**src/rtl/lmt_pkg.sv**
```systemverilog
package lmt_pkg;

  typedef enum logic [3:0] {
    ST_IDLE,
    ST_SCALE,
    ST_SQ,
    ST_ROOT,
    ST_DIV,
    ST_MUL,
    ST_OUT
  } state_t;

  localparam int DIFF_W   = 8;   // scaled difference lies in -100..100
  localparam int SUMSQ_W  = 15;  // up to 3 * 100^2
  localparam int ROOT_W   = 8;   // floor root up to 173
  localparam int VEL_W    = 26;
  localparam int NUM_W    = 31;  // |diff| * 4096 * speed, up to 100 * 4096 * 4095
  localparam int BOX_LIM  = 100;
  localparam int FRAC_SH  = 12;

endpackage

```
**src/rtl/linear_motion_trajectory.sv**
```systemverilog
// Channel   Handshake               Payload
// input     start / busy            in_opcode, in_start_*, in_end_*, in_speed, in_time_value
// result    out_valid (one cycle)   out_pos_x, out_pos_y, out_pos_z
//
// A query keeps busy high through ST_MUL, one multiply per axis through a
// single shared 32x32 multiplier, and then ST_OUT; out_valid is registered
// from ST_OUT, so the result is strobed once the block is back in ST_IDLE.
// A set request scales the differences by four until they fit the box, squares
// each axis in turn, runs a linear square-root search and then three 31-bit
// serial divisions, one per axis, none when the length is zero.
// Reset is synchronous and clears the trajectory to zero. Busy is high for
// the whole of an item; the receiver cannot stall, each result lasts one cycle.
module linear_motion_trajectory
  import lmt_pkg::*;
#(
  parameter int COORD_BITS = 24
) (
  input  logic                         clk,
  input  logic                         rst_n,
  input  logic                         start,
  output logic                         busy,
  input  logic                         in_opcode,
  input  logic signed [COORD_BITS-1:0] in_start_x,
  input  logic signed [COORD_BITS-1:0] in_start_y,
  input  logic signed [COORD_BITS-1:0] in_start_z,
  input  logic signed [COORD_BITS-1:0] in_end_x,
  input  logic signed [COORD_BITS-1:0] in_end_y,
  input  logic signed [COORD_BITS-1:0] in_end_z,
  input  logic [11:0]                  in_speed,
  input  logic signed [31:0]           in_time_value,
  output logic                         out_valid,
  output logic signed [31:0]           out_pos_x,
  output logic signed [31:0]           out_pos_y,
  output logic signed [31:0]           out_pos_z
);

  localparam int DW = COORD_BITS + 1;

  state_t state_r, state_nxt;

  // Trajectory state.
  logic signed [COORD_BITS-1:0] org_r [3];
  logic [31:0]                  org_t_r;
  logic signed [VEL_W-1:0]      vel_r [3];

  // Working registers.
  logic signed [DW-1:0]   d_r [3];
  logic [SUMSQ_W-1:0]     sum_r;
  logic [ROOT_W-1:0]      root_r;
  logic [1:0]             ax_r;
  logic [11:0]            spd_r;
  logic [31:0]            dt_r;
  logic [31:0]            pos_r [3];
  logic                   div_go_r;
  logic                   out_valid_r;

  // Scaling step: all in box, else divide each by 4 toward zero.
  logic in_box;
  always_comb begin
    in_box = 1'b1;
    for (int i = 0; i < 3; i++)
      if (d_r[i] > DW'(BOX_LIM) || d_r[i] < -DW'(BOX_LIM)) in_box = 1'b0;
  end

  function automatic logic signed [DW-1:0] quarter(input logic signed [DW-1:0] v);
    logic signed [DW-1:0] a;
    a = v + ((v < 0) ? DW'(3) : DW'(0));
    return a >>> 2;
  endfunction

  // Shared multiplier: square term, or velocity times time step.
  logic signed [31:0] mul_a, mul_b;
  logic        [31:0] mul_p;
  logic signed [DIFF_W-1:0] d_small;
  always_comb begin
    d_small = d_r[ax_r][DIFF_W-1:0];
    if (state_r == ST_SQ) begin
      mul_a = 32'(d_small);
      mul_b = 32'(d_small);
    end else begin
      mul_a = 32'(vel_r[ax_r]);
      mul_b = dt_r;
    end
    mul_p = 32'(mul_a * mul_b);
  end

  // Divider operands: |d| * 4096 * speed, sign restored afterward.
  logic [NUM_W-1:0] dividend, quotient;
  logic             div_done;
  logic [DIFF_W-1:0] d_mag;
  assign d_mag    = d_small[DIFF_W-1] ? DIFF_W'(-d_small) : DIFF_W'(d_small);
  assign dividend = NUM_W'({d_mag, 12'b0} * spd_r);

  lmt_divider u_div (
    .clk      (clk),
    .rst_n    (rst_n),
    .go       (div_go_r),
    .dividend (dividend),
    .divisor  (root_r),
    .done     (div_done),
    .quotient (quotient)
  );

  logic [SUMSQ_W:0] root_sq;
  logic [ROOT_W:0]  root_inc;
  assign root_inc = {1'b0, root_r} + 1'b1;
  assign root_sq  = (SUMSQ_W+1)'(root_inc * root_inc);

  // Next state.
  always_comb begin
    state_nxt = state_r;
    case (state_r)
      ST_IDLE:  if (start) state_nxt = in_opcode ? ST_MUL : ST_SCALE;
      ST_SCALE: if (in_box) state_nxt = ST_SQ;
      ST_SQ:    if (ax_r == 2'd2) state_nxt = ST_ROOT;
      ST_ROOT:  if (root_sq > {1'b0, sum_r})
                  state_nxt = (root_r == '0) ? ST_IDLE : ST_DIV;
      ST_DIV:   if (div_done && ax_r == 2'd2) state_nxt = ST_IDLE;
      ST_MUL:   if (ax_r == 2'd2) state_nxt = ST_OUT;
      ST_OUT:   state_nxt = ST_IDLE;
      default:  state_nxt = ST_IDLE;
    endcase
  end

  // Output decode.
  always_comb begin
    busy = (state_r != ST_IDLE);
  end

  always_ff @(posedge clk) begin
    if (!rst_n) begin
      state_r     <= ST_IDLE;
      out_valid_r <= 1'b0;
      div_go_r    <= 1'b0;
      ax_r        <= '0;
      org_t_r     <= '0;
      for (int i = 0; i < 3; i++) begin
        org_r[i] <= '0;
        vel_r[i] <= '0;
      end
    end else begin
      state_r     <= state_nxt;
      out_valid_r <= (state_r == ST_OUT);
      div_go_r    <= 1'b0;
      case (state_r)
        ST_IDLE: begin
          ax_r <= '0;
          if (start) begin
            if (in_opcode) begin
              dt_r <= in_time_value - org_t_r;
            end else begin
              org_r[0] <= in_start_x;
              org_r[1] <= in_start_y;
              org_r[2] <= in_start_z;
              org_t_r  <= in_time_value;
              d_r[0]   <= DW'(in_end_x) - DW'(in_start_x);
              d_r[1]   <= DW'(in_end_y) - DW'(in_start_y);
              d_r[2]   <= DW'(in_end_z) - DW'(in_start_z);
              spd_r    <= in_speed;
              sum_r    <= '0;
            end
          end
        end
        ST_SCALE: begin
          if (!in_box)
            for (int i = 0; i < 3; i++) d_r[i] <= quarter(d_r[i]);
        end
        ST_SQ: begin
          sum_r <= sum_r + mul_p[SUMSQ_W-1:0];
          ax_r  <= (ax_r == 2'd2) ? 2'd0 : ax_r + 2'd1;
          root_r <= '0;
        end
        ST_ROOT: begin
          if (root_sq <= {1'b0, sum_r}) begin
            root_r <= root_inc[ROOT_W-1:0];
          end else if (root_r == '0) begin
            for (int i = 0; i < 3; i++) vel_r[i] <= '0;
          end else begin
            div_go_r <= 1'b1;
          end
        end
        ST_DIV: begin
          if (div_done) begin
            vel_r[ax_r] <= d_small[DIFF_W-1] ? VEL_W'(-quotient) : VEL_W'(quotient);
            if (ax_r != 2'd2) begin
              ax_r     <= ax_r + 2'd1;
              div_go_r <= 1'b1;
            end
          end
        end
        ST_MUL: begin
          pos_r[ax_r] <= 32'($signed(mul_p) >>> FRAC_SH) + 32'(org_r[ax_r]);
          ax_r <= (ax_r == 2'd2) ? 2'd0 : ax_r + 2'd1;
        end
        default: ;
      endcase
    end
  end

  assign out_valid = out_valid_r;
  assign out_pos_x = pos_r[0];
  assign out_pos_y = pos_r[1];
  assign out_pos_z = pos_r[2];

endmodule

```
**src/rtl/lmt_divider.sv**
```systemverilog
module lmt_divider
  import lmt_pkg::*;
(
  input  logic                clk,
  input  logic                rst_n,
  input  logic                go,
  input  logic [NUM_W-1:0]    dividend,
  input  logic [ROOT_W-1:0]   divisor,
  output logic                done,
  output logic [NUM_W-1:0]    quotient
);

  // Restoring divider, one quotient bit per cycle.
  logic [NUM_W-1:0]          q_r, q_nxt;
  logic [ROOT_W:0]           rem_r, rem_nxt;
  logic [$clog2(NUM_W+1)-1:0] cnt_r, cnt_nxt;
  logic                      busy_r, busy_nxt;
  logic                      done_r, done_nxt;
  logic [ROOT_W+1:0]         trial;

  always_comb begin
    q_nxt    = q_r;
    rem_nxt  = rem_r;
    cnt_nxt  = cnt_r;
    busy_nxt = busy_r;
    done_nxt = 1'b0;
    trial    = '0;
    if (go) begin
      q_nxt    = dividend;
      rem_nxt  = '0;
      cnt_nxt  = '0;
      busy_nxt = 1'b1;
    end else if (busy_r) begin
      trial = {rem_r, q_r[NUM_W-1]} - {2'b00, divisor};
      if (!trial[ROOT_W+1]) begin
        rem_nxt = trial[ROOT_W:0];
        q_nxt   = {q_r[NUM_W-2:0], 1'b1};
      end else begin
        rem_nxt = {rem_r[ROOT_W-1:0], q_r[NUM_W-1]};
        q_nxt   = {q_r[NUM_W-2:0], 1'b0};
      end
      cnt_nxt = cnt_r + 1'b1;
      if (cnt_r == ($clog2(NUM_W+1))'(NUM_W-1)) begin
        busy_nxt = 1'b0;
        done_nxt = 1'b1;
      end
    end
  end

  always_ff @(posedge clk) begin
    if (!rst_n) begin
      busy_r <= 1'b0;
      done_r <= 1'b0;
    end else begin
      busy_r <= busy_nxt;
      done_r <= done_nxt;
    end
    q_r   <= q_nxt;
    rem_r <= rem_nxt;
    cnt_r <= cnt_nxt;
  end

  assign done     = done_r;
  assign quotient = q_r;

endmodule

```
**config.mk**
```make
export PLATFORM = sky130hd
export DESIGN_NAME = linear_motion_trajectory
export DESIGN_NICKNAME = d
export VERILOG_FILES = /design/src/rtl/lmt_pkg.sv /design/src/rtl/linear_motion_trajectory.sv /design/src/rtl/lmt_divider.sv
export SDC_FILE = /design/constraint.sdc
export NUM_CORES = 2
export LEC_CHECK = 0
export BUFFER_PORTS_ARGS = -buffer_cell sky130_fd_sc_hd__buf_2
export CAP_MARGIN = 20
export CORE_MARGIN = 8
export CORE_UTILIZATION = 55
export DETAILED_ROUTE_END_ITERATION = 8
export PLACE_DENSITY = 0.81
export SLEW_MARGIN = 5
export SYNTH_ARGS = -nofsm -noshare
export SYNTH_HDL_FRONTEND = slang
export SYNTH_SLANG_ARGS = --single-unit
```
**constraint.sdc**
```tcl
create_clock -name clk -period 17.35 [get_ports clk]
set_clock_uncertainty 0.15 [all_clocks]
set_input_delay 2.6025 -clock clk [delete_from_list [all_inputs] [get_ports clk]]
set_output_delay 2.6025 -clock clk [all_outputs]
set_load 0.05 [all_outputs]
```
==> results.md <==
| Result | This run |
| --- | --- |
| Outcome | completed |
| Most area-consuming cells after synthesis | sky130_fd_sc_hd__edfxtp_1 (26%), sky130_fd_sc_hd__fa_1 (21%), sky130_fd_sc_hd__ha_1 (10%) |
| Core region area | 87800 sq um |
| Sinks on Clock Net | 481 |
| Final WL | 134 mm |
| Met2 demand-to-capacity share in global routing | 45.2% |
| Achievable Freq | 0.0838 GHz |
| Clock latency reported for the late side of the worst-skew pair | 0.63 ns |
| Final critical delay including setup and external delays | 11.94 ns |
| GR met1 Demand/Resource | 34.0% |
| Placement Setup Slack | 5.47 ns |
| Setup CP Type | flip-flop to flip-flop |
| Full die area | 97900 sq um |
| Post-synth top area cell | sky130_fd_sc_hd__edfxtp_1 |
| Number of antenna violations at the first check in global routing | 0 |
| Synth Area per Inst | 9.47 sq um |
| HPWL after detailed placement | 107 mm |
| Slew @ Worst Pin | 1.19 ns |
| Most common flop cell mapped by yosys | sky130_fd_sc_hd__edfxtp_1 |
| Initial detailed-routing violation count | 4278 |
| Cells resized by post-CTS repair | 0 |
| Global-route wire length before repair | 210 mm |
| Setup repair after global routing missed its margin | false |
| Worst path setup slack after routing | 5.41 ns |
| Critical Path RT | 17.53 ns |
| Async S/R FF share, synth | 0% |
| Number of cells on the worst hold path | 2 |
| Weighted congestion at the end of routability-driven global placement | 0.989 |
| EDFF count, synth | 412 |
| Critical path launch point type | flip-flop |
| Antenna-violating nets left | 0 |
| Highest fanout seen on the critical path | 63 |
| Hold Path Class | flip-flop to flip-flop |
| Largest net degree at the start of global routing | 84 |
| CTS tree | done |
| Share of Yosys cell area claimed by the top area cell type | 25.5% |
| Worst reg2reg path depth | 36 |
| Number of different library cells in the post-synthesis netlist | 95 |
| Slowest cell on the critical path | sky130_fd_sc_hd__a21oi_1 |
| Met3 capacity usage during global routing | 3.88% |
| CTS root buffer | sky130_fd_sc_hd__clkbuf_16 |
| Number of global-route vias before repair | 38700 |
| Cell repeated most along the worst path | sky130_fd_sc_hd__fa_1 |
| Height of the die | 313 microns |
| Fraction of the cycle the final worst path needs | 68.8% |
| Final setup vio count | 0 |
| Most frequent cells in the layout | sky130_fd_sc_hd__inv_1 (799), sky130_fd_sc_hd__nor2_1 (656), sky130_fd_sc_hd__fa_1 (508) |
| Initial core utilization | 55.2% |
| Post-detailed-route via-to-cell ratio | 5.82 |
| Number of maximum-capacitance violations | 0 |
| Most Crowded Layer GR | met2 |
| Clock transition at the registers of the reported paths | 0.07 ns |
| Detailed Routing Iterations Pass 1 | 6 |
| Sequential share of the synthesized area | 28.4% |
| GRT Resource Usage Total | 26.8% |
| CTS hold repair buffers | 0 |
| Cells after Synth | 5116 |
| Area overhead of the layout relative to synthesis | 8.87% |
| Share of the core filled with cells | 60.1% |
| Buffer depth of the longest clock path | 3 |
| Filler cell count in the final layout | 7214 |
| Most common library cell in the layout ignoring fill and taps | sky130_fd_sc_hd__inv_1 |
| Site Rows | 109 |
| Worst hold slack | 0.330 ns |
| Width of the die | 313 microns |
| Deepest level of the CTS H-tree | 2 |
| Crit path DAT | 12.12 ns |
| Headroom to the max-slew limit | 19.4% |
| Total vias in the final route | 38100 |
| Worst stage delay on the critical path | 0.89 ns |
| Post-layout net count | 6432 |
| Ports placed on the boundary | 290 |
| Flop and latch count out of synthesis | 481 |
| Total count of max-transition violations in the final report | 0 |
| Post-CTS setup-driven buffer insertion count | 0 |
| Total standard cell area after synthesis | 48500 sq um |
| Wire length per cell | 20.5 microns |
| Category of the worst setup path capture point | flip-flop |
| Final Hold Vio Count | 0 |
| Port Buf Inserts | 289 |
| Total number of yosys warnings | 0 |
| Inserted Clock Buffers | 49 |
| DRC violation count after routing | 0 |
| Share of cells above drive strength 1 | 9.61% |
| Final global-route overflow total | 0 |
| Final total negative setup slack | 0 ns |
[metrics by stage]
stage | cells | area, sq um
2_1_floorplan | 5118 | 48500
5_1_grt | 6545 | 52800
4_1_cts | 6537 | 52700
6_report | 6546 | 52800
3_3_place_gp | 6446 | 51000
3_5_place_dp | 6448 | 51000
[kinds of logic (layout without fill, tap and decap cells)]
group,Yosys count,after routing,synth area share [%]
and+or+nand+nor,1550,1550,13.9
buffers and inverters,981,1243,7.93
adders and majority gates,898,898,31.1
AOI/OAI and AO/OA,829,829,11.0
DFF,481,481,28.4
xor gates and xnor gates,296,296,5.41
muxes,79,79,2.33
other,2,5,0.0155
[synth_stat cells (7+ instances only)]
cell and n:
sky130_fd_sc_hd__o31ai_1 21, sky130_fd_sc_hd__o211ai_1 22, sky130_fd_sc_hd__o21bai_1 25, sky130_fd_sc_hd__a21boi_1 12, sky130_fd_sc_hd__nor2b_1 51, sky130_fd_sc_hd__a22o_1 7, sky130_fd_sc_hd__and3_1 24, sky130_fd_sc_hd__o21ai_0 144
sky130_fd_sc_hd__buf_1 23, sky130_fd_sc_hd__buf_4 23, sky130_fd_sc_hd__and2_1 68, sky130_fd_sc_hd__ha_1 390, sky130_fd_sc_hd__nand3_1 62, sky130_fd_sc_hd__or2_2 12, sky130_fd_sc_hd__clkbuf_1 107, sky130_fd_sc_hd__nor3_1 64
sky130_fd_sc_hd__xnor2_1 204, sky130_fd_sc_hd__o21ai_1 55, sky130_fd_sc_hd__or4_1 7, sky130_fd_sc_hd__a21oi_1 228, sky130_fd_sc_hd__a31o_2 8, sky130_fd_sc_hd__or3_1 31, sky130_fd_sc_hd__a311oi_1 8, sky130_fd_sc_hd__a221o_1 9
sky130_fd_sc_hd__o21a_1 52, sky130_fd_sc_hd__a211oi_1 17, sky130_fd_sc_hd__mux2i_1 47, sky130_fd_sc_hd__nor4_1 17, sky130_fd_sc_hd__nor2_1 656, sky130_fd_sc_hd__a31oi_1 33, sky130_fd_sc_hd__xor2_1 89, sky130_fd_sc_hd__buf_2 17
sky130_fd_sc_hd__dfxtp_1 69, sky130_fd_sc_hd__mux4_2 26, sky130_fd_sc_hd__a21o_1 105, sky130_fd_sc_hd__fa_1 508, sky130_fd_sc_hd__nand4_1 22, sky130_fd_sc_hd__edfxtp_1 412, sky130_fd_sc_hd__o22ai_1 7, sky130_fd_sc_hd__nand2_1 482
sky130_fd_sc_hd__inv_1 800, sky130_fd_sc_hd__nand2b_1 25
[worst max-delay path: cells and delay by family (launching register included)]
family                   cells  cell delay, ns
AO/OA/AOI/OAI               12            3.49
XOR/XNOR                     2            0.28
adder cells (fa/ha/maj)     10            4.33
buffers and inverters        5            0.70
flip-flops                   1            0.71
multiplexers                 1            0.35
AND/OR/NAND/NOR              6            1.63
[per-layer routing]
| metal | share of wire (%) | up-vias | wire, microns |
|---|---|---|---|
| met1 | 38 | 18500 | 50700 |
| met2 | 48 | 1959 | 63800 |
| met5 | 0 | - | 0 |
| met4 | 5.6 | 0 | 7560 |
| met3 | 8.8 | 387 | 11800 |
| li1 | - | 17300 | - |
[registers in the layout (all words and copies together) (netlist names), 5 cells and up, named ones only]
| signal | count |
|---|---|
| vel_r | 104 |
| d_r | 75 |
| pos_r | 75 |
| org_r | 72 |
| dt_r | 32 |
| org_t_r | 32 |
| u_div.quotient | 31 |
| sum_r | 15 |
| spd_r | 12 |
| u_div.rem_r | 9 |
| root_r | 8 |
| u_div.cnt_r | 5 |
[area by class of cell]
type | count | area [sq um] | share of cell area, %
Antenna cell | 1 | 2.50 | 0.00474
Clock buffer | 62 | 1370 | 2.59
Clock inverter | 27 | 294 | 0.557
Inverter | 806 | 3030 | 5.74
Multi-Input combinational cell | 3656 | 31000 | 58.7
Sequential cell | 481 | 13800 | 26.1
Tap cell | 1165 | 1460 | 2.76
Timing Repair Buffer | 348 | 1880 | 3.57
[worst paths after layout]
kind,slack (ns),endpoint,from
setup / recovery,5.41,pos_r[1][23]$_DFFE_PP_,flip-flop
hold reg to reg,0.33,org_t_r[30]$_SDFFE_PN0P_,org_t_r[30]$_SDFFE_PN0P_
setup reg to reg,5.41,pos_r[1][23]$_DFFE_PP_,flip-flop
hold / removal,0.33,org_t_r[30]$_SDFFE_PN0P_,org_t_r[30]$_SDFFE_PN0P_
Power is left out: the tool's default activity adds up to more than one toggle a clock period on the data nets, which glitch-free logic cannot reach.
